File: src/hdl/aes_pkg.sv
// ----------------------------------------------------------------------------
// Audio excitement scorer package
// Shared types, constants and small lookup functions for the scorer blocks.
// ----------------------------------------------------------------------------
package aes_pkg;

  localparam int FRAC_BITS    = 16;
  localparam int Q_W          = FRAC_BITS + 1;
  localparam int SUSTAIN_BITS = 16;
  localparam int LAUGH_W      = 5;
  localparam int DIV_W        = 48;
  localparam int DIV_CNT_W    = 6;
  localparam int MA_W         = 32;
  localparam int MB_W         = 17;
  localparam int MP_W         = MA_W + MB_W;

  localparam logic [Q_W-1:0] ONE_Q       = Q_W'(1 << FRAC_BITS);
  localparam logic [Q_W-1:0] BASE_FLOOR  = Q_W'(((1 << FRAC_BITS) + 50) / 100);
  localparam logic [Q_W-1:0] VOICE_FLOOR = Q_W'(((1 << FRAC_BITS) + 5000) / 10000);
  localparam logic [Q_W-1:0] HIGH_EXCITE = Q_W'((95 * (1 << FRAC_BITS) + 50) / 100);
  localparam logic [SUSTAIN_BITS-1:0] SUSTAIN_MAX = '1;
  localparam logic [LAUGH_W-1:0] LAUGH_LIMIT   = 5'd30;
  localparam logic [LAUGH_W-1:0] LAUGH_SUSTAIN = 5'd8;

  typedef enum logic [2:0] {
    CFG_SLOW_ALPHA   = 3'd0,
    CFG_FAST_ALPHA   = 3'd1,
    CFG_SMOOTH_ALPHA = 3'd2,
    CFG_SPIKE_RATIO  = 3'd3,
    CFG_FRAME_PERIOD = 3'd4
  } cfg_idx_t;

  typedef enum logic [4:0] {
    S_IDLE, S_BR_S, S_BR_X, S_BV_S, S_BV_X, S_FR_S, S_FR_X, S_FR_W,
    S_DECIDE, S_IDEN, S_IDIV, S_SM_S, S_SM_X, S_SC0, S_SC1, S_SC2,
    S_SC3, S_SDIV, S_FIN
  } state_t;

  typedef enum logic [4:0] {
    OP_NONE, OP_LOAD, OP_BR_S, OP_BR_X, OP_BV_S, OP_BV_X, OP_FR_S, OP_FR_X,
    OP_FR_W, OP_DECIDE, OP_IDEN, OP_INST, OP_SM_S, OP_SM_X, OP_SC0, OP_SC1,
    OP_SC2, OP_SC3, OP_SPCT, OP_FIN
  } op_t;

  typedef struct packed {
    op_t  op;
    logic div_start;
    logic out_load;
  } cmd_t;

  typedef struct packed {
    logic fast_gt;
    logic scream;
    logic div_done;
    logic out_full;
  } status_t;

  function automatic logic [6:0] cap100(input logic [DIV_W-1:0] v);
    cap100 = (v > DIV_W'(100)) ? 7'd100 : v[6:0];
  endfunction

  function automatic logic [6:0] laugh_pct(input logic [LAUGH_W-1:0] c);
    logic [6:0] r;
    case (c)
      5'd0:    r = 7'd0;
      5'd1:    r = 7'd6;
      5'd2:    r = 7'd13;
      5'd3:    r = 7'd20;
      5'd4:    r = 7'd26;
      5'd5:    r = 7'd33;
      5'd6:    r = 7'd40;
      5'd7:    r = 7'd46;
      5'd8:    r = 7'd53;
      5'd9:    r = 7'd60;
      5'd10:   r = 7'd66;
      5'd11:   r = 7'd73;
      5'd12:   r = 7'd80;
      5'd13:   r = 7'd86;
      5'd14:   r = 7'd93;
      default: r = 7'd100;
    endcase
    laugh_pct = r;
  endfunction

  function automatic logic [6:0] react_pct(input logic [SUSTAIN_BITS-1:0] c);
    logic [6:0] r;
    case (c)
      16'd0:   r = 7'd0;
      16'd1:   r = 7'd5;
      16'd2:   r = 7'd11;
      16'd3:   r = 7'd16;
      16'd4:   r = 7'd22;
      16'd5:   r = 7'd27;
      16'd6:   r = 7'd33;
      16'd7:   r = 7'd38;
      16'd8:   r = 7'd44;
      16'd9:   r = 7'd50;
      16'd10:  r = 7'd55;
      16'd11:  r = 7'd61;
      16'd12:  r = 7'd66;
      16'd13:  r = 7'd72;
      16'd14:  r = 7'd77;
      16'd15:  r = 7'd83;
      16'd16:  r = 7'd88;
      16'd17:  r = 7'd94;
      default: r = 7'd100;
    endcase
    react_pct = r;
  endfunction

endpackage

File: src/hdl/audio_excitement_scorer.sv
// ----------------------------------------------------------------------------
// Audio excitement scorer
// Scores audio frame features for loudness, excitement, peaks, screams, laughter and reaction.
// ----------------------------------------------------------------------------
// One frame word is taken at a time, and a frame holds the block until its
// result is loaded. A frame whose fast level exceeds the baseline needs a
// divide for its instant score; one whose fast level stays at or below the
// baseline does not. A scream skips three score steps. A frame uses up to
// thirteen steps on one shared multiplier and one or two 48-step runs of the
// shared serial divider, each of which is waited on. The result word waits in
// an output register, so the next frame is accepted while the previous result
// is still stalled; a frame that finishes while that register is still full
// waits for it.
module audio_excitement_scorer (
  input  logic        clk,
  input  logic        rst_n,
  input  logic        cfg_we,
  input  logic [2:0]  cfg_index,
  input  logic [15:0] cfg_data,
  input  logic        in_valid,
  output logic        in_stall,
  input  logic [15:0] in_rms_level,
  input  logic [15:0] in_voice_energy,
  input  logic [15:0] in_high_energy,
  input  logic [15:0] in_peak_level,
  input  logic [15:0] in_crossing_rate,
  output logic        out_valid,
  input  logic        out_stall,
  output logic [6:0]  out_level_pct,
  output logic [6:0]  out_excitement_pct,
  output logic [6:0]  out_peak_pct,
  output logic [6:0]  out_scream_pct,
  output logic [6:0]  out_laughter_pct,
  output logic [6:0]  out_reaction_pct,
  output logic [23:0] out_sustained_ms
);

  aes_pkg::cmd_t    cmd;
  aes_pkg::status_t status;

  aes_ctrl u_ctrl (
    .clk      (clk),
    .rst_n    (rst_n),
    .in_valid (in_valid),
    .in_stall (in_stall),
    .status   (status),
    .cmd      (cmd)
  );

  aes_dp u_dp (
    .clk                (clk),
    .rst_n              (rst_n),
    .cfg_we             (cfg_we),
    .cfg_index          (cfg_index),
    .cfg_data           (cfg_data),
    .in_rms_level       (in_rms_level),
    .in_voice_energy    (in_voice_energy),
    .in_high_energy     (in_high_energy),
    .in_peak_level      (in_peak_level),
    .in_crossing_rate   (in_crossing_rate),
    .cmd                (cmd),
    .status             (status),
    .out_stall          (out_stall),
    .out_valid          (out_valid),
    .out_level_pct      (out_level_pct),
    .out_excitement_pct (out_excitement_pct),
    .out_peak_pct       (out_peak_pct),
    .out_scream_pct     (out_scream_pct),
    .out_laughter_pct   (out_laughter_pct),
    .out_reaction_pct   (out_reaction_pct),
    .out_sustained_ms   (out_sustained_ms)
  );

endmodule

File: src/hdl/aes_div.sv
// ----------------------------------------------------------------------------
// Serial divider
// Restoring unsigned divider producing one quotient bit per cycle.
// ----------------------------------------------------------------------------
module aes_div (
  input  logic                       clk,
  input  logic                       rst_n,
  input  logic                       start,
  input  logic [aes_pkg::DIV_W-1:0]  num,
  input  logic [aes_pkg::DIV_W-1:0]  den,
  output logic                       done,
  output logic [aes_pkg::DIV_W-1:0]  quot
);

  logic                          busy_r;
  logic                          done_r;
  logic [aes_pkg::DIV_CNT_W-1:0] cnt_r;
  logic [aes_pkg::DIV_W:0]       rem_r;
  logic [aes_pkg::DIV_W-1:0]     q_r;
  logic [aes_pkg::DIV_W-1:0]     den_r;
  logic [aes_pkg::DIV_W:0]       trial;
  logic                          fits;

  assign trial = {rem_r[aes_pkg::DIV_W-1:0], q_r[aes_pkg::DIV_W-1]};
  assign fits  = trial >= {1'b0, den_r};

  always_ff @(posedge clk) begin
    if (!rst_n) begin
      busy_r <= 1'b0;
      done_r <= 1'b0;
      cnt_r  <= '0;
    end else begin
      done_r <= 1'b0;
      if (start) begin
        busy_r <= 1'b1;
        cnt_r  <= '0;
        rem_r  <= '0;
        q_r    <= num;
        den_r  <= den;
      end else if (busy_r) begin
        rem_r <= fits ? (trial - {1'b0, den_r}) : trial;
        q_r   <= {q_r[aes_pkg::DIV_W-2:0], fits};
        cnt_r <= cnt_r + aes_pkg::DIV_CNT_W'(1);
        if (cnt_r == aes_pkg::DIV_CNT_W'(aes_pkg::DIV_W - 1)) begin
          busy_r <= 1'b0;
          done_r <= 1'b1;
        end
      end
    end
  end

  assign done = done_r;
  assign quot = q_r;

  a_start_idle: assert property (@(posedge clk) disable iff (!rst_n)
    start |-> !busy_r) else $error("divider started while busy");
  a_done_follows: assert property (@(posedge clk) disable iff (!rst_n)
    done_r |-> $past(busy_r) && !busy_r) else $error("done without a run");
  a_rem_bound: assert property (@(posedge clk) disable iff (!rst_n)
    done_r |-> rem_r < {1'b0, den_r}) else $error("remainder not reduced");

endmodule

File: src/hdl/aes_ctrl.sv
// ----------------------------------------------------------------------------
// Scorer controller
// Sequences one frame through the shared multiplier and divider steps.
// ----------------------------------------------------------------------------
module aes_ctrl (
  input  logic             clk,
  input  logic             rst_n,
  input  logic             in_valid,
  output logic             in_stall,
  input  aes_pkg::status_t status,
  output aes_pkg::cmd_t    cmd
);

  aes_pkg::state_t state_r, state_nxt;

  always_ff @(posedge clk) begin
    if (!rst_n) begin
      state_r <= aes_pkg::S_IDLE;
    end else begin
      state_r <= state_nxt;
    end
  end

  always_comb begin
    state_nxt     = state_r;
    cmd.op        = aes_pkg::OP_NONE;
    cmd.div_start = 1'b0;
    cmd.out_load  = 1'b0;
    in_stall      = 1'b1;
    case (state_r)
      aes_pkg::S_IDLE: begin
        in_stall = 1'b0;
        if (in_valid) begin
          cmd.op    = aes_pkg::OP_LOAD;
          state_nxt = aes_pkg::S_BR_S;
        end
      end
      aes_pkg::S_BR_S: begin
        cmd.op = aes_pkg::OP_BR_S; state_nxt = aes_pkg::S_BR_X;
      end
      aes_pkg::S_BR_X: begin
        cmd.op = aes_pkg::OP_BR_X; state_nxt = aes_pkg::S_BV_S;
      end
      aes_pkg::S_BV_S: begin
        cmd.op = aes_pkg::OP_BV_S; state_nxt = aes_pkg::S_BV_X;
      end
      aes_pkg::S_BV_X: begin
        cmd.op = aes_pkg::OP_BV_X; state_nxt = aes_pkg::S_FR_S;
      end
      aes_pkg::S_FR_S: begin
        cmd.op = aes_pkg::OP_FR_S; state_nxt = aes_pkg::S_FR_X;
      end
      aes_pkg::S_FR_X: begin
        cmd.op = aes_pkg::OP_FR_X; state_nxt = aes_pkg::S_FR_W;
      end
      aes_pkg::S_FR_W: begin
        cmd.op = aes_pkg::OP_FR_W; state_nxt = aes_pkg::S_DECIDE;
      end
      aes_pkg::S_DECIDE: begin
        cmd.op = aes_pkg::OP_DECIDE; state_nxt = aes_pkg::S_IDEN;
      end
      aes_pkg::S_IDEN: begin
        cmd.op = aes_pkg::OP_IDEN;
        if (status.fast_gt) begin
          cmd.div_start = 1'b1;
          state_nxt     = aes_pkg::S_IDIV;
        end else begin
          state_nxt = aes_pkg::S_SM_S;
        end
      end
      aes_pkg::S_IDIV: begin
        if (status.div_done) begin
          cmd.op    = aes_pkg::OP_INST;
          state_nxt = aes_pkg::S_SM_S;
        end
      end
      aes_pkg::S_SM_S: begin
        cmd.op = aes_pkg::OP_SM_S; state_nxt = aes_pkg::S_SM_X;
      end
      aes_pkg::S_SM_X: begin
        cmd.op = aes_pkg::OP_SM_X; state_nxt = aes_pkg::S_SC0;
      end
      aes_pkg::S_SC0: begin
        cmd.op = aes_pkg::OP_SC0;
        if (status.scream) begin
          cmd.div_start = 1'b1;
          state_nxt     = aes_pkg::S_SDIV;
        end else begin
          state_nxt = aes_pkg::S_SC1;
        end
      end
      aes_pkg::S_SC1: begin
        cmd.op = aes_pkg::OP_SC1; state_nxt = aes_pkg::S_SC2;
      end
      aes_pkg::S_SC2: begin
        cmd.op = aes_pkg::OP_SC2; state_nxt = aes_pkg::S_SC3;
      end
      aes_pkg::S_SC3: begin
        cmd.op        = aes_pkg::OP_SC3;
        cmd.div_start = 1'b1;
        state_nxt     = aes_pkg::S_SDIV;
      end
      aes_pkg::S_SDIV: begin
        if (status.div_done) begin
          cmd.op    = aes_pkg::OP_SPCT;
          state_nxt = aes_pkg::S_FIN;
        end
      end
      aes_pkg::S_FIN: begin
        if (!status.out_full) begin
          cmd.op       = aes_pkg::OP_FIN;
          cmd.out_load = 1'b1;
          state_nxt    = aes_pkg::S_IDLE;
        end
      end
      default: state_nxt = aes_pkg::S_IDLE;
    endcase
  end

  a_load_when_empty: assert property (@(posedge clk) disable iff (!rst_n)
    cmd.out_load |-> !status.out_full) else $error("result word overwritten");
  a_div_wait: assert property (@(posedge clk) disable iff (!rst_n)
    cmd.div_start |=> (state_r == aes_pkg::S_IDIV || state_r == aes_pkg::S_SDIV))
    else $error("divider started outside a wait step");
  a_accept_idle: assert property (@(posedge clk) disable iff (!rst_n)
    (in_valid && !in_stall) |=> state_r == aes_pkg::S_BR_S)
    else $error("accepted word not sequenced");

endmodule

File: src/hdl/aes_dp.sv
// ----------------------------------------------------------------------------
// Scorer datapath
// Holds configuration, frame state, the shared multiplier and the result word.
// ----------------------------------------------------------------------------
module aes_dp (
  input  logic             clk,
  input  logic             rst_n,
  input  logic             cfg_we,
  input  logic [2:0]       cfg_index,
  input  logic [15:0]      cfg_data,
  input  logic [15:0]      in_rms_level,
  input  logic [15:0]      in_voice_energy,
  input  logic [15:0]      in_high_energy,
  input  logic [15:0]      in_peak_level,
  input  logic [15:0]      in_crossing_rate,
  input  aes_pkg::cmd_t    cmd,
  output aes_pkg::status_t status,
  input  logic             out_stall,
  output logic             out_valid,
  output logic [6:0]       out_level_pct,
  output logic [6:0]       out_excitement_pct,
  output logic [6:0]       out_peak_pct,
  output logic [6:0]       out_scream_pct,
  output logic [6:0]       out_laughter_pct,
  output logic [6:0]       out_reaction_pct,
  output logic [23:0]      out_sustained_ms
);

  localparam int QW = aes_pkg::Q_W;
  localparam int DW = aes_pkg::DIV_W;
  localparam int PW = aes_pkg::MP_W;

  logic [15:0] slow_alpha_r, fast_alpha_r, smooth_alpha_r;
  logic [11:0] spike_ratio_r;
  logic [7:0]  frame_period_r;

  logic [15:0] rms_r, voice_r, high_r, peak_r, zcr_r, prev_zcr_r;
  logic [QW-1:0] bl_rms_r, bl_voice_r, fast_r, smooth_r, instant_r;
  logic [QW-1:0] base_r, vden_r;
  logic [aes_pkg::LAUGH_W-1:0] laugh_r;
  logic [aes_pkg::SUSTAIN_BITS-1:0] sus_r;
  logic fast_gt_r, scream_r;
  logic [PW-1:0] prod_r, acc_r;
  logic [DW-1:0] num_r;
  logic [6:0] spct_r;
  logic out_valid_r;

  logic [aes_pkg::MA_W-1:0] mul_a;
  logic [aes_pkg::MB_W-1:0] mul_b;
  logic [PW-1:0] ema_sum;
  logic [QW-1:0] ema_val, base_c, vden_c, csa, cfa, cma;
  logic [15:0] zd;
  logic burst_c, spike_c, scream_c;
  logic [11:0] sr1;
  logic [DW-1:0] div_num, div_den, div_q, p48;
  logic div_done;

  assign csa     = QW'(aes_pkg::ONE_Q - {1'b0, slow_alpha_r});
  assign cfa     = QW'(aes_pkg::ONE_Q - {1'b0, fast_alpha_r});
  assign cma     = QW'(aes_pkg::ONE_Q - {1'b0, smooth_alpha_r});
  assign ema_sum = acc_r + prod_r;
  assign ema_val = ema_sum[aes_pkg::FRAC_BITS+QW-1:aes_pkg::FRAC_BITS];
  assign base_c  = (bl_rms_r > aes_pkg::BASE_FLOOR) ? bl_rms_r : aes_pkg::BASE_FLOOR;
  assign vden_c  = ({1'b0, voice_r} > aes_pkg::VOICE_FLOOR) ? {1'b0, voice_r}
                                                           : aes_pkg::VOICE_FLOOR;
  assign zd      = (zcr_r > prev_zcr_r) ? zcr_r - prev_zcr_r : prev_zcr_r - zcr_r;
  assign burst_c = ((21'(voice_r) * 21'd5) > (21'(bl_voice_r) * 21'd9)) &&
                   ((21'(zd) * 21'd20) > 21'd65536);
  assign spike_c = ((PW'({1'b0, fast_r} + {1'b0, base_r}) << 8) > prod_r) &&
                   ({2'b0, voice_r} > {bl_voice_r, 1'b0});
  assign scream_c = spike_c && ((19'(high_r) * 19'd5) > (19'(vden_r) * 19'd3)) &&
                    (peak_r > 16'd32768);
  assign sr1     = (spike_ratio_r == 12'd0) ? 12'd1 : spike_ratio_r;
  assign p48     = DW'(prod_r);

  function automatic logic [QW-1:0] inst_fix(input logic [DW-1:0] q, input logic scr);
    logic [QW-1:0] v;
    v = (q > DW'(aes_pkg::ONE_Q)) ? aes_pkg::ONE_Q : q[QW-1:0];
    if (scr && v < aes_pkg::HIGH_EXCITE) begin
      v = aes_pkg::HIGH_EXCITE;
    end
    inst_fix = v;
  endfunction

  always_comb begin
    mul_a = '0;
    mul_b = '0;
    case (cmd.op)
      aes_pkg::OP_BR_S:   begin mul_a = 32'(bl_rms_r);   mul_b = csa; end
      aes_pkg::OP_BR_X:   begin mul_a = 32'(rms_r);      mul_b = {1'b0, slow_alpha_r}; end
      aes_pkg::OP_BV_S:   begin mul_a = 32'(bl_voice_r); mul_b = csa; end
      aes_pkg::OP_BV_X:   begin mul_a = 32'(voice_r);    mul_b = {1'b0, slow_alpha_r}; end
      aes_pkg::OP_FR_S:   begin mul_a = 32'(fast_r);     mul_b = cfa; end
      aes_pkg::OP_FR_X:   begin mul_a = 32'(rms_r);      mul_b = {1'b0, fast_alpha_r}; end
      aes_pkg::OP_DECIDE: begin
        mul_a = 32'(base_c);
        mul_b = {5'b0, spike_ratio_r} + 17'd256;
      end
      aes_pkg::OP_SM_S:   begin mul_a = 32'(smooth_r);   mul_b = cma; end
      aes_pkg::OP_SM_X:   begin mul_a = 32'(instant_r);  mul_b = {1'b0, smooth_alpha_r}; end
      aes_pkg::OP_SC0:    begin mul_a = 32'(high_r);     mul_b = fast_r; end
      aes_pkg::OP_SC1:    begin mul_a = 32'(vden_r);     mul_b = base_r; end
      aes_pkg::OP_SC2:    begin mul_a = prod_r[31:0];    mul_b = {5'b0, sr1}; end
      aes_pkg::OP_SPCT:   begin mul_a = 32'(sus_r);      mul_b = {9'b0, frame_period_r}; end
      default: ;
    endcase
  end

  always_comb begin
    div_num = num_r;
    div_den = p48;
    case (cmd.op)
      aes_pkg::OP_IDEN: begin
        div_num = DW'(fast_r - base_r) << 24;
        div_den = p48;
      end
      aes_pkg::OP_SC0: begin
        div_num = DW'(high_r) * DW'(20);
        div_den = DW'(vden_r);
      end
      default: ;
    endcase
  end

  aes_div u_div (
    .clk   (clk),
    .rst_n (rst_n),
    .start (cmd.div_start),
    .num   (div_num),
    .den   (div_den),
    .done  (div_done),
    .quot  (div_q)
  );

  always_ff @(posedge clk) begin
    if (!rst_n) begin
      slow_alpha_r   <= 16'd98;
      fast_alpha_r   <= 16'd16384;
      smooth_alpha_r <= 16'd9830;
      spike_ratio_r  <= 12'd768;
      frame_period_r <= 8'd20;
      bl_rms_r       <= '0;
      bl_voice_r     <= '0;
      fast_r         <= '0;
      smooth_r       <= '0;
      prev_zcr_r     <= '0;
      laugh_r        <= '0;
      sus_r          <= '0;
      out_valid_r    <= 1'b0;
    end else begin
      if (cfg_we) begin
        case (cfg_index)
          aes_pkg::CFG_SLOW_ALPHA:   slow_alpha_r   <= cfg_data;
          aes_pkg::CFG_FAST_ALPHA:   fast_alpha_r   <= cfg_data;
          aes_pkg::CFG_SMOOTH_ALPHA: smooth_alpha_r <= cfg_data;
          aes_pkg::CFG_SPIKE_RATIO:  spike_ratio_r  <= cfg_data[11:0];
          aes_pkg::CFG_FRAME_PERIOD: frame_period_r <= cfg_data[7:0];
          default: ;
        endcase
      end
      if (cmd.out_load) begin
        out_valid_r <= 1'b1;
      end else if (!out_stall) begin
        out_valid_r <= 1'b0;
      end
      case (cmd.op)
        aes_pkg::OP_BV_S: bl_rms_r   <= ema_val;
        aes_pkg::OP_FR_S: bl_voice_r <= ema_val;
        aes_pkg::OP_FR_W: fast_r     <= ema_val;
        aes_pkg::OP_SC0:  smooth_r   <= ema_val;
        aes_pkg::OP_DECIDE: begin
          prev_zcr_r <= zcr_r;
          if (burst_c) begin
            laugh_r <= (laugh_r >= aes_pkg::LAUGH_LIMIT) ? aes_pkg::LAUGH_LIMIT
                                                         : laugh_r + aes_pkg::LAUGH_W'(1);
          end else begin
            laugh_r <= (laugh_r > 5'd2) ? laugh_r - 5'd2 : 5'd0;
          end
        end
        aes_pkg::OP_IDEN: begin
          if (spike_c || laugh_r >= aes_pkg::LAUGH_SUSTAIN) begin
            if (sus_r != aes_pkg::SUSTAIN_MAX) begin
              sus_r <= sus_r + aes_pkg::SUSTAIN_BITS'(1);
            end
          end else if (sus_r != '0) begin
            sus_r <= sus_r - aes_pkg::SUSTAIN_BITS'(1);
          end
        end
        default: ;
      endcase
    end
  end

  always_ff @(posedge clk) begin
    if (cmd.op inside {aes_pkg::OP_BR_S, aes_pkg::OP_BR_X, aes_pkg::OP_BV_S,
                       aes_pkg::OP_BV_X, aes_pkg::OP_FR_S, aes_pkg::OP_FR_X,
                       aes_pkg::OP_DECIDE, aes_pkg::OP_SM_S, aes_pkg::OP_SM_X,
                       aes_pkg::OP_SC0, aes_pkg::OP_SC1, aes_pkg::OP_SC2,
                       aes_pkg::OP_SPCT}) begin
      prod_r <= PW'(mul_a) * PW'(mul_b);
    end
    case (cmd.op)
      aes_pkg::OP_LOAD: begin
        rms_r   <= in_rms_level;
        voice_r <= in_voice_energy;
        high_r  <= in_high_energy;
        peak_r  <= in_peak_level;
        zcr_r   <= in_crossing_rate;
      end
      aes_pkg::OP_BR_X, aes_pkg::OP_BV_X, aes_pkg::OP_FR_X, aes_pkg::OP_SM_X: begin
        acc_r <= prod_r;
      end
      aes_pkg::OP_DECIDE: begin
        base_r    <= base_c;
        vden_r    <= vden_c;
        fast_gt_r <= fast_r > base_c;
      end
      aes_pkg::OP_IDEN: begin
        scream_r <= scream_c;
        if (!fast_gt_r) begin
          instant_r <= inst_fix('0, scream_c);
        end
      end
      aes_pkg::OP_INST: instant_r <= inst_fix(div_q, scream_r);
      aes_pkg::OP_SC1:  num_r <= (p48 << 13) + (p48 << 12) + (p48 << 9);
      aes_pkg::OP_SPCT: begin
        if (scream_r) begin
          spct_r <= (div_q > DW'(100)) ? 7'd100
                    : aes_pkg::cap100(div_q + DW'(80));
        end else begin
          spct_r <= aes_pkg::cap100(div_q);
        end
      end
      aes_pkg::OP_FIN: begin
        out_level_pct      <= aes_pkg::cap100(DW'((25'(rms_r) * 25'd400) >> 16));
        out_excitement_pct <= aes_pkg::cap100(DW'((24'(smooth_r) * 24'd100) >> 16));
        out_peak_pct       <= aes_pkg::cap100(DW'((24'(peak_r) * 24'd100) >> 16));
        out_scream_pct     <= spct_r;
        out_laughter_pct   <= aes_pkg::laugh_pct(laugh_r);
        out_reaction_pct   <= aes_pkg::react_pct(sus_r);
        out_sustained_ms   <= (prod_r > PW'(24'hFFFFFF)) ? 24'hFFFFFF : prod_r[23:0];
      end
      default: ;
    endcase
  end

  assign out_valid       = out_valid_r;
  assign status.fast_gt  = fast_gt_r;
  assign status.scream   = scream_r;
  assign status.div_done = div_done;
  assign status.out_full = out_valid_r && out_stall;

endmodule
File: config.mk
export PLATFORM = sky130hd
export DESIGN_NAME = audio_excitement_scorer
export DESIGN_NICKNAME = d
export VERILOG_FILES = /design/src/hdl/aes_pkg.sv /design/src/hdl/audio_excitement_scorer.sv /design/src/hdl/aes_div.sv /design/src/hdl/aes_ctrl.sv /design/src/hdl/aes_dp.sv
export SDC_FILE = /design/constraint.sdc
export NUM_CORES = 2
export LEC_CHECK = 0
export ABC_CLOCK_PERIOD_IN_PS = 13500
export BUFFER_PORTS_ARGS = -buffer_cell sky130_fd_sc_hd__buf_2
export CAP_MARGIN = 40
export CORE_ASPECT_RATIO = 1.75
export CORE_MARGIN = 5
export CORE_UTILIZATION = 31
export CTS_CLUSTER_DIAMETER = 150
export DETAILED_ROUTE_END_ITERATION = 8
export GPL_TIMING_DRIVEN = 0
export HOLD_SLACK_MARGIN = 0.05
export MAX_ROUTING_LAYER = met4
export PLACE_DENSITY = 0.44
export SKIP_LAST_GASP = 1
export SYNTH_ARGS = -nofsm -noshare
export SYNTH_HDL_FRONTEND = slang
export SYNTH_SLANG_ARGS = --single-unit
File: constraint.sdc
create_clock -name clk -period 13.5 [get_ports clk]
set_clock_uncertainty 0.1 [all_clocks]
set_input_delay 0.675 -clock clk [delete_from_list [all_inputs] [get_ports clk]]
set_output_delay 0.675 -clock clk [all_outputs]
set_load 0.05 [all_outputs]
; After elaboration in Yosys (flattened, before gate mapping)
; Memories as Yosys holds them, arrays and structs flattened. A register that Yosys moved wholly into a read port is not among the register bits.
; Index checks and enable logic that the tools add are counted.
[op_classes]
n_addsub = 18
multipliers = 10
magnitude_cmp = 22
eq_ne = 49
muxes = 50
n_bitwise = 2
n_reduce_logical = 33
[ops]
columns = cell, count
row1 = one-hot mux 32 bit (12 select lines), 1
row2 = 2-to-1 mux 48 bit, 4
row3 = one-hot mux 5 bit (19 select lines), 2
row4 = one-hot mux 17 bit (11 select lines), 1
row5 = adder 48 bit, 2
row6 = > comparator 48 x 7 -> 1 bit (second input constant), 2
row7 = one-hot mux 48 bit (2 select lines), 1
row8 = 2-to-1 mux 17 bit, 5
row9 = equality test 5 x 4 -> 1 bit (second input constant), 16
row10 = 2-to-1 mux 16 bit, 5
row11 = multiplier 16 x 3 -> 19 bit (second input constant), 4
row12 = subtractor 17 x 16 -> 17 bit (first input constant), 3
row13 = 2-to-1 mux 5 bit, 10
row14 = greater-or-equal comparator 49 x 48 -> 1 bit, 1
row15 = > comparator 26 x 49 -> 1 bit, 1
row16 = > comparator 49 x 24 -> 1 bit (second input constant), 1
row17 = multiplier 32 x 17 -> 49 bit, 1
row18 = adder 48 x 7 -> 48 bit (second input constant), 1
row19 = > comparator 48 x 17 -> 1 bit (second input constant), 1
row20 = subtractor 48 bit, 1
row21 = multiplier 16 x 5 -> 21 bit (second input constant), 2
row22 = equality test 5 x 3 -> 1 bit (second input constant), 8
row23 = one-hot mux 17 bit (2 select lines), 1
row24 = adder 33 bit, 1
row25 = other kinds (60), 109
[word_totals]
regBits = 653
rom_bits = 336
inputBits = 104
output_inout_bits = 68
word_cells = 227
mem_count = 2
[mem_list]
columns = memory, words, width, rd, rd_clocked_by_memory_dff, wr, line
row1 = (name not given), 32, 7, 1, 1, 0, aes_pkg.sv:87  ; case (c)
row2 = (name not given), 16, 7, 1, 1, 0, aes_pkg.sv:64  ; case (c)

; Depth between registers and ports, before layout
[depth]
ltp_word = 8
ltp_mapped = 39
ltp_nobuf = 35

; Cells and area by module
; From an unflattened synthesis, not the netlist that was laid out.
[unflattened]
cells_unflattened = 7078
hier_area_um2 = 65167.5
[modules_own_cells]
columns = mod, n_inst, cells_each, area_each_um2
row1 = aes_dp, 1, 6145, 55528.3
row2 = aes_div, 1, 842, 9024.9
row3 = aes_ctrl, 1, 91, 614.3

; Least setup slack after synthesis
; No wires, ideal clock.
[synth_timing]
path_type = reg2reg
from = register u_ctrl.state_r[1]
to = register u_dp.prod_r[41] (data pin)
t_arrival_ps = 9123
t_required_ps = 13144
setup_slack_ps = 4022
stages_incl_launch_ff = 32
path_buffers = 4
cell_sequence = dfxtp_1 -> buf_2 -> nand2_1 -> nor2_1 -> clkbuf_1 -> clkbuf_1 -> a221oi_1 -> nand3_1 -> clkbuf_1 -> nand2_1 -> fa_1 -> inv_1 -> fa_1 -> inv_1 -> fa_1 -> inv_1 -> fa_1 -> fa_1 -> inv_1 -> fa_1 -> inv_1 -> ha_1 -> and3_1 -> and2_1 -> a21oi_1 -> o21ai_0 -> a31oi_1 -> o21ai_0 -> a31oi_1 -> o221ai_1 -> o41a_1 -> o211a_1
[synth_between]
elab_chain_len = 6
elab_cells_between_ends = 39
cone_classes = 1 x mul / 31 x eq/ne / 3 x mux / 4 x reduce/logical
[synth_rtl]
columns = item, line
row1 = from (decl), aes_ctrl.sv:14  ; aes_pkg::state_t state_r, state_nxt;
row2 = from (signal assigned), aes_ctrl.sv:18  ; state_r <= aes_pkg::S_IDLE;
row3 = from (signal assigned), aes_ctrl.sv:20  ; state_r <= state_nxt;
row4 = "equality test 5 bit, or another cell as far along", aes_ctrl.sv:30  ; case (state_r)
row5 = one-hot mux 5 bit (19 select lines) *, aes_ctrl.sv:30
row6 = equality test 5 x 3 -> 1 bit or equality test 5 x 2 -> 1 bit (tied branches), aes_dp.sv:88  ; case (cmd.op)
row7 = OR reduction 2 bit (no line), --
row8 = one-hot mux 32 bit (12 select lines) or one-hot mux 17 bit (11 select lines) (tied branches), aes_dp.sv:88
row9 = multiplier 32 x 17 -> 49 bit *, aes_dp.sv:200  ; prod_r <= PW'(mul_a) * PW'(mul_b);
row10 = to (signal assigned), aes_dp.sv:200
row11 = to (decl), aes_dp.sv:43  ; logic [PW-1:0] prod_r, acc_r;
; Mark *: on every way between the ends. The rest lies on a longest branch, timed or not.
; A chain may end at the register's enable or synchronous reset.

; Worst setup path after layout
; Same ends and word-level chain as after synthesis.

==> results.md <==
* Hold path depth at 1
* Main area contributors after synthesis: edfxtp_1 22%, fa_1 16%, ha_1 15%
* Post-Syn Area at 64180 sq um
* Layout Cells excl Fill at 10291
* # rows at 221
* Share of layout cells above drive strength 1 at 0.06996
* Status: finished, final reports clean
* CTS Buf Count at 73
* H-Tree Depth at 3
* Pin count of the biggest net entering global routing at 49
* First drt pass iteration count at 8
* Worst-margin pin slew at 1.137 ns
* Fin crit share at 0.8915
* CP Class: reg -> reg
* Drt wl/cell at ~24 microns
* Horiz. Die Dim at 353.9 microns
* Netlist cell types at between 100 and 150
* GR Util All Layers at 0.2340
* Mean Syn Cell Area at 9.111 sq um
* Synth Area in Compound Gates at 0.1378
* Post-synthesis adder-cell area fraction at 0.3126
* Hold_sp: in_voice_energy[3]
* GRT overflow at 0
* Critical Path AT at 12.36 ns
* Clock Sinks at around 660
* Post-synthesis xor/xnor area fraction at 0.03767
* Core Util, Final at 0.3566
* Initial DRC Count at 3428
* CP peak stage delay at 0.65 ns
* Max-cap violations at 0
* Setup TNS at 0 ns
* Ys Warns at 0
* Top cell type by total area after synthesis: edfxtp_1
* Nets at around 8900
* Simple-gate share of the synthesized area at 0.1491
* DR vias at 53083
* Worst vdd ir at 118.9 uV
* P per Cell Area at 205.1 nW/um^2
* Post-DP HPWL at around 210 mm
* Max-Slew Margin vs Limit at 0.2418
* Main combinational cell family by area after synthesis: adder cells
* CTS tree: yes
* Leak at 33.15 nW
* Worst Setup End Kind: flop
* Multiplexer share of the synthesized area at 0.006083
* # DRC at 0
* Max Clock Freq at slightly above 80 MHz
* RR Endpoint: u_dp.prod_r[41]
* Clock root buffer: clkbuf_16
* First-pass GRT wire length at around 360 mm
* Crit start category: flop
* RSZ-0062 raised after global routing: no
* Vias in the first global route at 55121
* DIE HEIGHT at 611.9 microns
* #FFs+latches synth at 657
* R2r worst-path depth at 34
* Final WL at roughly 250 mm
* EDFF count, synth at between 400 and 500
* Class of the worst hold path: in -> reg
* FF-to-FF Start: u_ctrl.state_r[1]
* Final Max Tran Viols at 0
* Port Buffer Count at 170
* Worst R2R Setup Slack at 1.47 ns
* Fin crit period at 12.03 ns
* Vias per std cell at 5.158
* Area growth syn-to-layout at 14.78%
* Antenna viol nets, final at 0
* # Post-CTS Setup Buffers at 0
* Starting Density at 0.3107
* Slowest CP cell: clkbuf_1
* I/O Pins at 172
* Crit-path most repeated cell: fa_1
* Top FF cell, synth: edfxtp_1
* Clock transition at path regs at 0.07 ns
* Hold EP: u_dp.voice_r[3]
* Initial antenna violation count at 17
* Final Hold Vio Count at 0
* Final setup viols at 0
* Post-synthesis async set-or-reset flop share at 0
* Clock Tree Buf Depth at 3
* Worst-path maximum fanout at 10
* Area of the die at about 220000 sq um
* Data required time of the critical path at between 10 and 15 ns
* CORE AREA at 206600 sq um
* Post-synth top area share at 0.2199
* Post-synthesis sequential area ratio at 0.2783
* Syn Inst Count at roughly 7000
* Placed Instances at 10070
* Final GP Congestion at roughly 1.0
* Clk_lat worst skew at 0.71 ns
-- timing repair --
| action | CTS | global route |
|---|---|---|
| hold buffers | 74 | 0 |
| endpoints found under the hold margin | 74 | 0 |
| resized for setup | 0 | 0 |
| endpoints found under the setup margin | 0 | 0 |
-- worst max-delay path: cells and delay by family (launching register included) --
kind,cells,cell delay [ns]
compound gates,11,2.94
flops,1,0.33
simple gates,5,1.81
fa+ha+maj,7,3.67
buf+inv,11,2.87
-- synth_stat cells (16+ instances only) --
master and n:
inv_1 1030, nand2_1 910, ha_1 762, fa_1 526, a21oi_1 478, edfxtp_1 470
nor2_1 463, o21ai_0 245, clkbuf_1 224, dfxtp_1 187, xnor2_1 176, nand3_1 143
a21o_1 108, xor2_1 100, nor2b_1 92, and2_1 89, nor3_1 87, nand4_1 76
a221oi_1 54, nand2b_1 51, and3_1 50, o21bai_1 44, a22oi_1 42, o21a_1 42
a31oi_1 41, a211oi_1 38, buf_2 37, nor4_1 37, mux2i_1 33, a22o_1 30
a222oi_1 29, o211ai_1 27, or3_1 25, o21ai_1 18, or2_2 17, a21boi_0 16
-- per-layer routing --
layer	vias to the layer above	track usage	routed length [microns]
li1	24758	-	-
met1	26179	0.2339	88340
met2	1525	0.4315	131900
met3	621	0.02561	10220
met4	0	0.1512	20710
met5	-	-	0
-- cell families (layout without fill, tap and decap cells) --
| group | after synthesis | after routing |
|---|---|---|
| AND/OR/NAND/NOR | 2099 | 2099 |
| AO/OA/AOI/OAI | 1369 | 1369 |
| buffers and inverters | 1315 | 1802 |
| adder cells (fa/ha/maj) | 1288 | 1288 |
| flip-flops | 657 | 657 |
| XOR/XNOR | 276 | 276 |
| multiplexers | 38 | 38 |
| other | 2 | 86 |
-- flip-flops by register name (all words and copies together), names as in the netlist, 17 cells and up --
signal and cells:
u_dp.bl_voice_r 17, u_dp.u_div.quot 48, u_dp.out_sustained_ms 24, u_dp.num_r 39, u_dp.u_div.rem_r 48, u_dp.base_r 17, u_dp.prod_r 49, u_dp.instant_r 17
u_dp.u_div.den_r 48, u_dp.acc_r 33, u_dp.bl_rms_r 17, u_dp.fast_r 17, u_dp.smooth_r 17
-- metrics by stage --
step | worst slack, ns | hold slack [ns] | power, mW | instance area [sq um]
6_report | 1.465 | 0.1042 | 15.11 | 73660
5_1_grt | 1.129 | 0.07972 | 16.29 | 73660
4_1_cts | 1.632 | 0.05301 | 15.22 | 73630
3_5_place_dp | 1.641 | 0.3045 | 12.88 | 70270
3_3_place_gp | -2.075 | 0.3040 | 12.39 | 68650
2_1_floorplan | 4.022 | 0.3003 | 9.304 | 64450
-- power by group --
part | switching, mW | internal (mW) | total (mW) | leakage (nW)
sequential | 0.459 | 2.87 | 3.32 | 5.87
clock | 0.965 | 1.27 | 2.23 | 1.25
combinational | 5.96 | 3.60 | 9.55 | 26.0
-- cell usage in the layout, fill, tap and decap left out, types with 38 or more instances in the layout --
master,instances
a221oi_1,54
nand2_1,910
conb_1,75
a22oi_1,42
dfxtp_1,187
nor2b_1,92
xor2_1,100
inv_1,1030
edfxtp_1,470
buf_2,212
a211oi_1,38
clkbuf_1,231
nand3_1,143
and3_1,48
a21o_1,108
o21a_1,42
fa_1,526
nand4_1,76
o21bai_1,44
a31oi_1,41
o21ai_0,242
clkbuf_16,77
ha_1,762
and2_1,89
nand2b_1,51
dlygate4sd3_1,74
nor2_1,462
xnor2_1,176
a21oi_1,476
nor3_1,85
-- cell type report --
class	count	area (sq um)
antenna	11	27.53
buffer	283	1159
clock buffer	93	2047
clock inverter	42	565.5
fill	21311	132900
inverter	1032	3874
multi-input combinational	5145	41650
sequential	657	17860
tap	2676	3348
timing repair buffer	352	3138
-- how the worst max path moves through the flow --
stage                            from  slack, ns  depth (start not counted)              end
finish              u_ctrl.state_r[1]       1.47                         34  u_dp.prod_r[41]
global route        u_ctrl.state_r[1]       1.13                         34  u_dp.prod_r[41]
CTS                 u_ctrl.state_r[1]       1.63                         34  u_dp.prod_r[41]
detailed placement  u_ctrl.state_r[1]       1.64                         34  u_dp.prod_r[41]
global placement    u_ctrl.state_r[1]      -2.07                         32  u_dp.prod_r[41]
floorplan           u_ctrl.state_r[1]       4.02                         31  u_dp.prod_r[41]
Power figures use the tool's default switching activity.
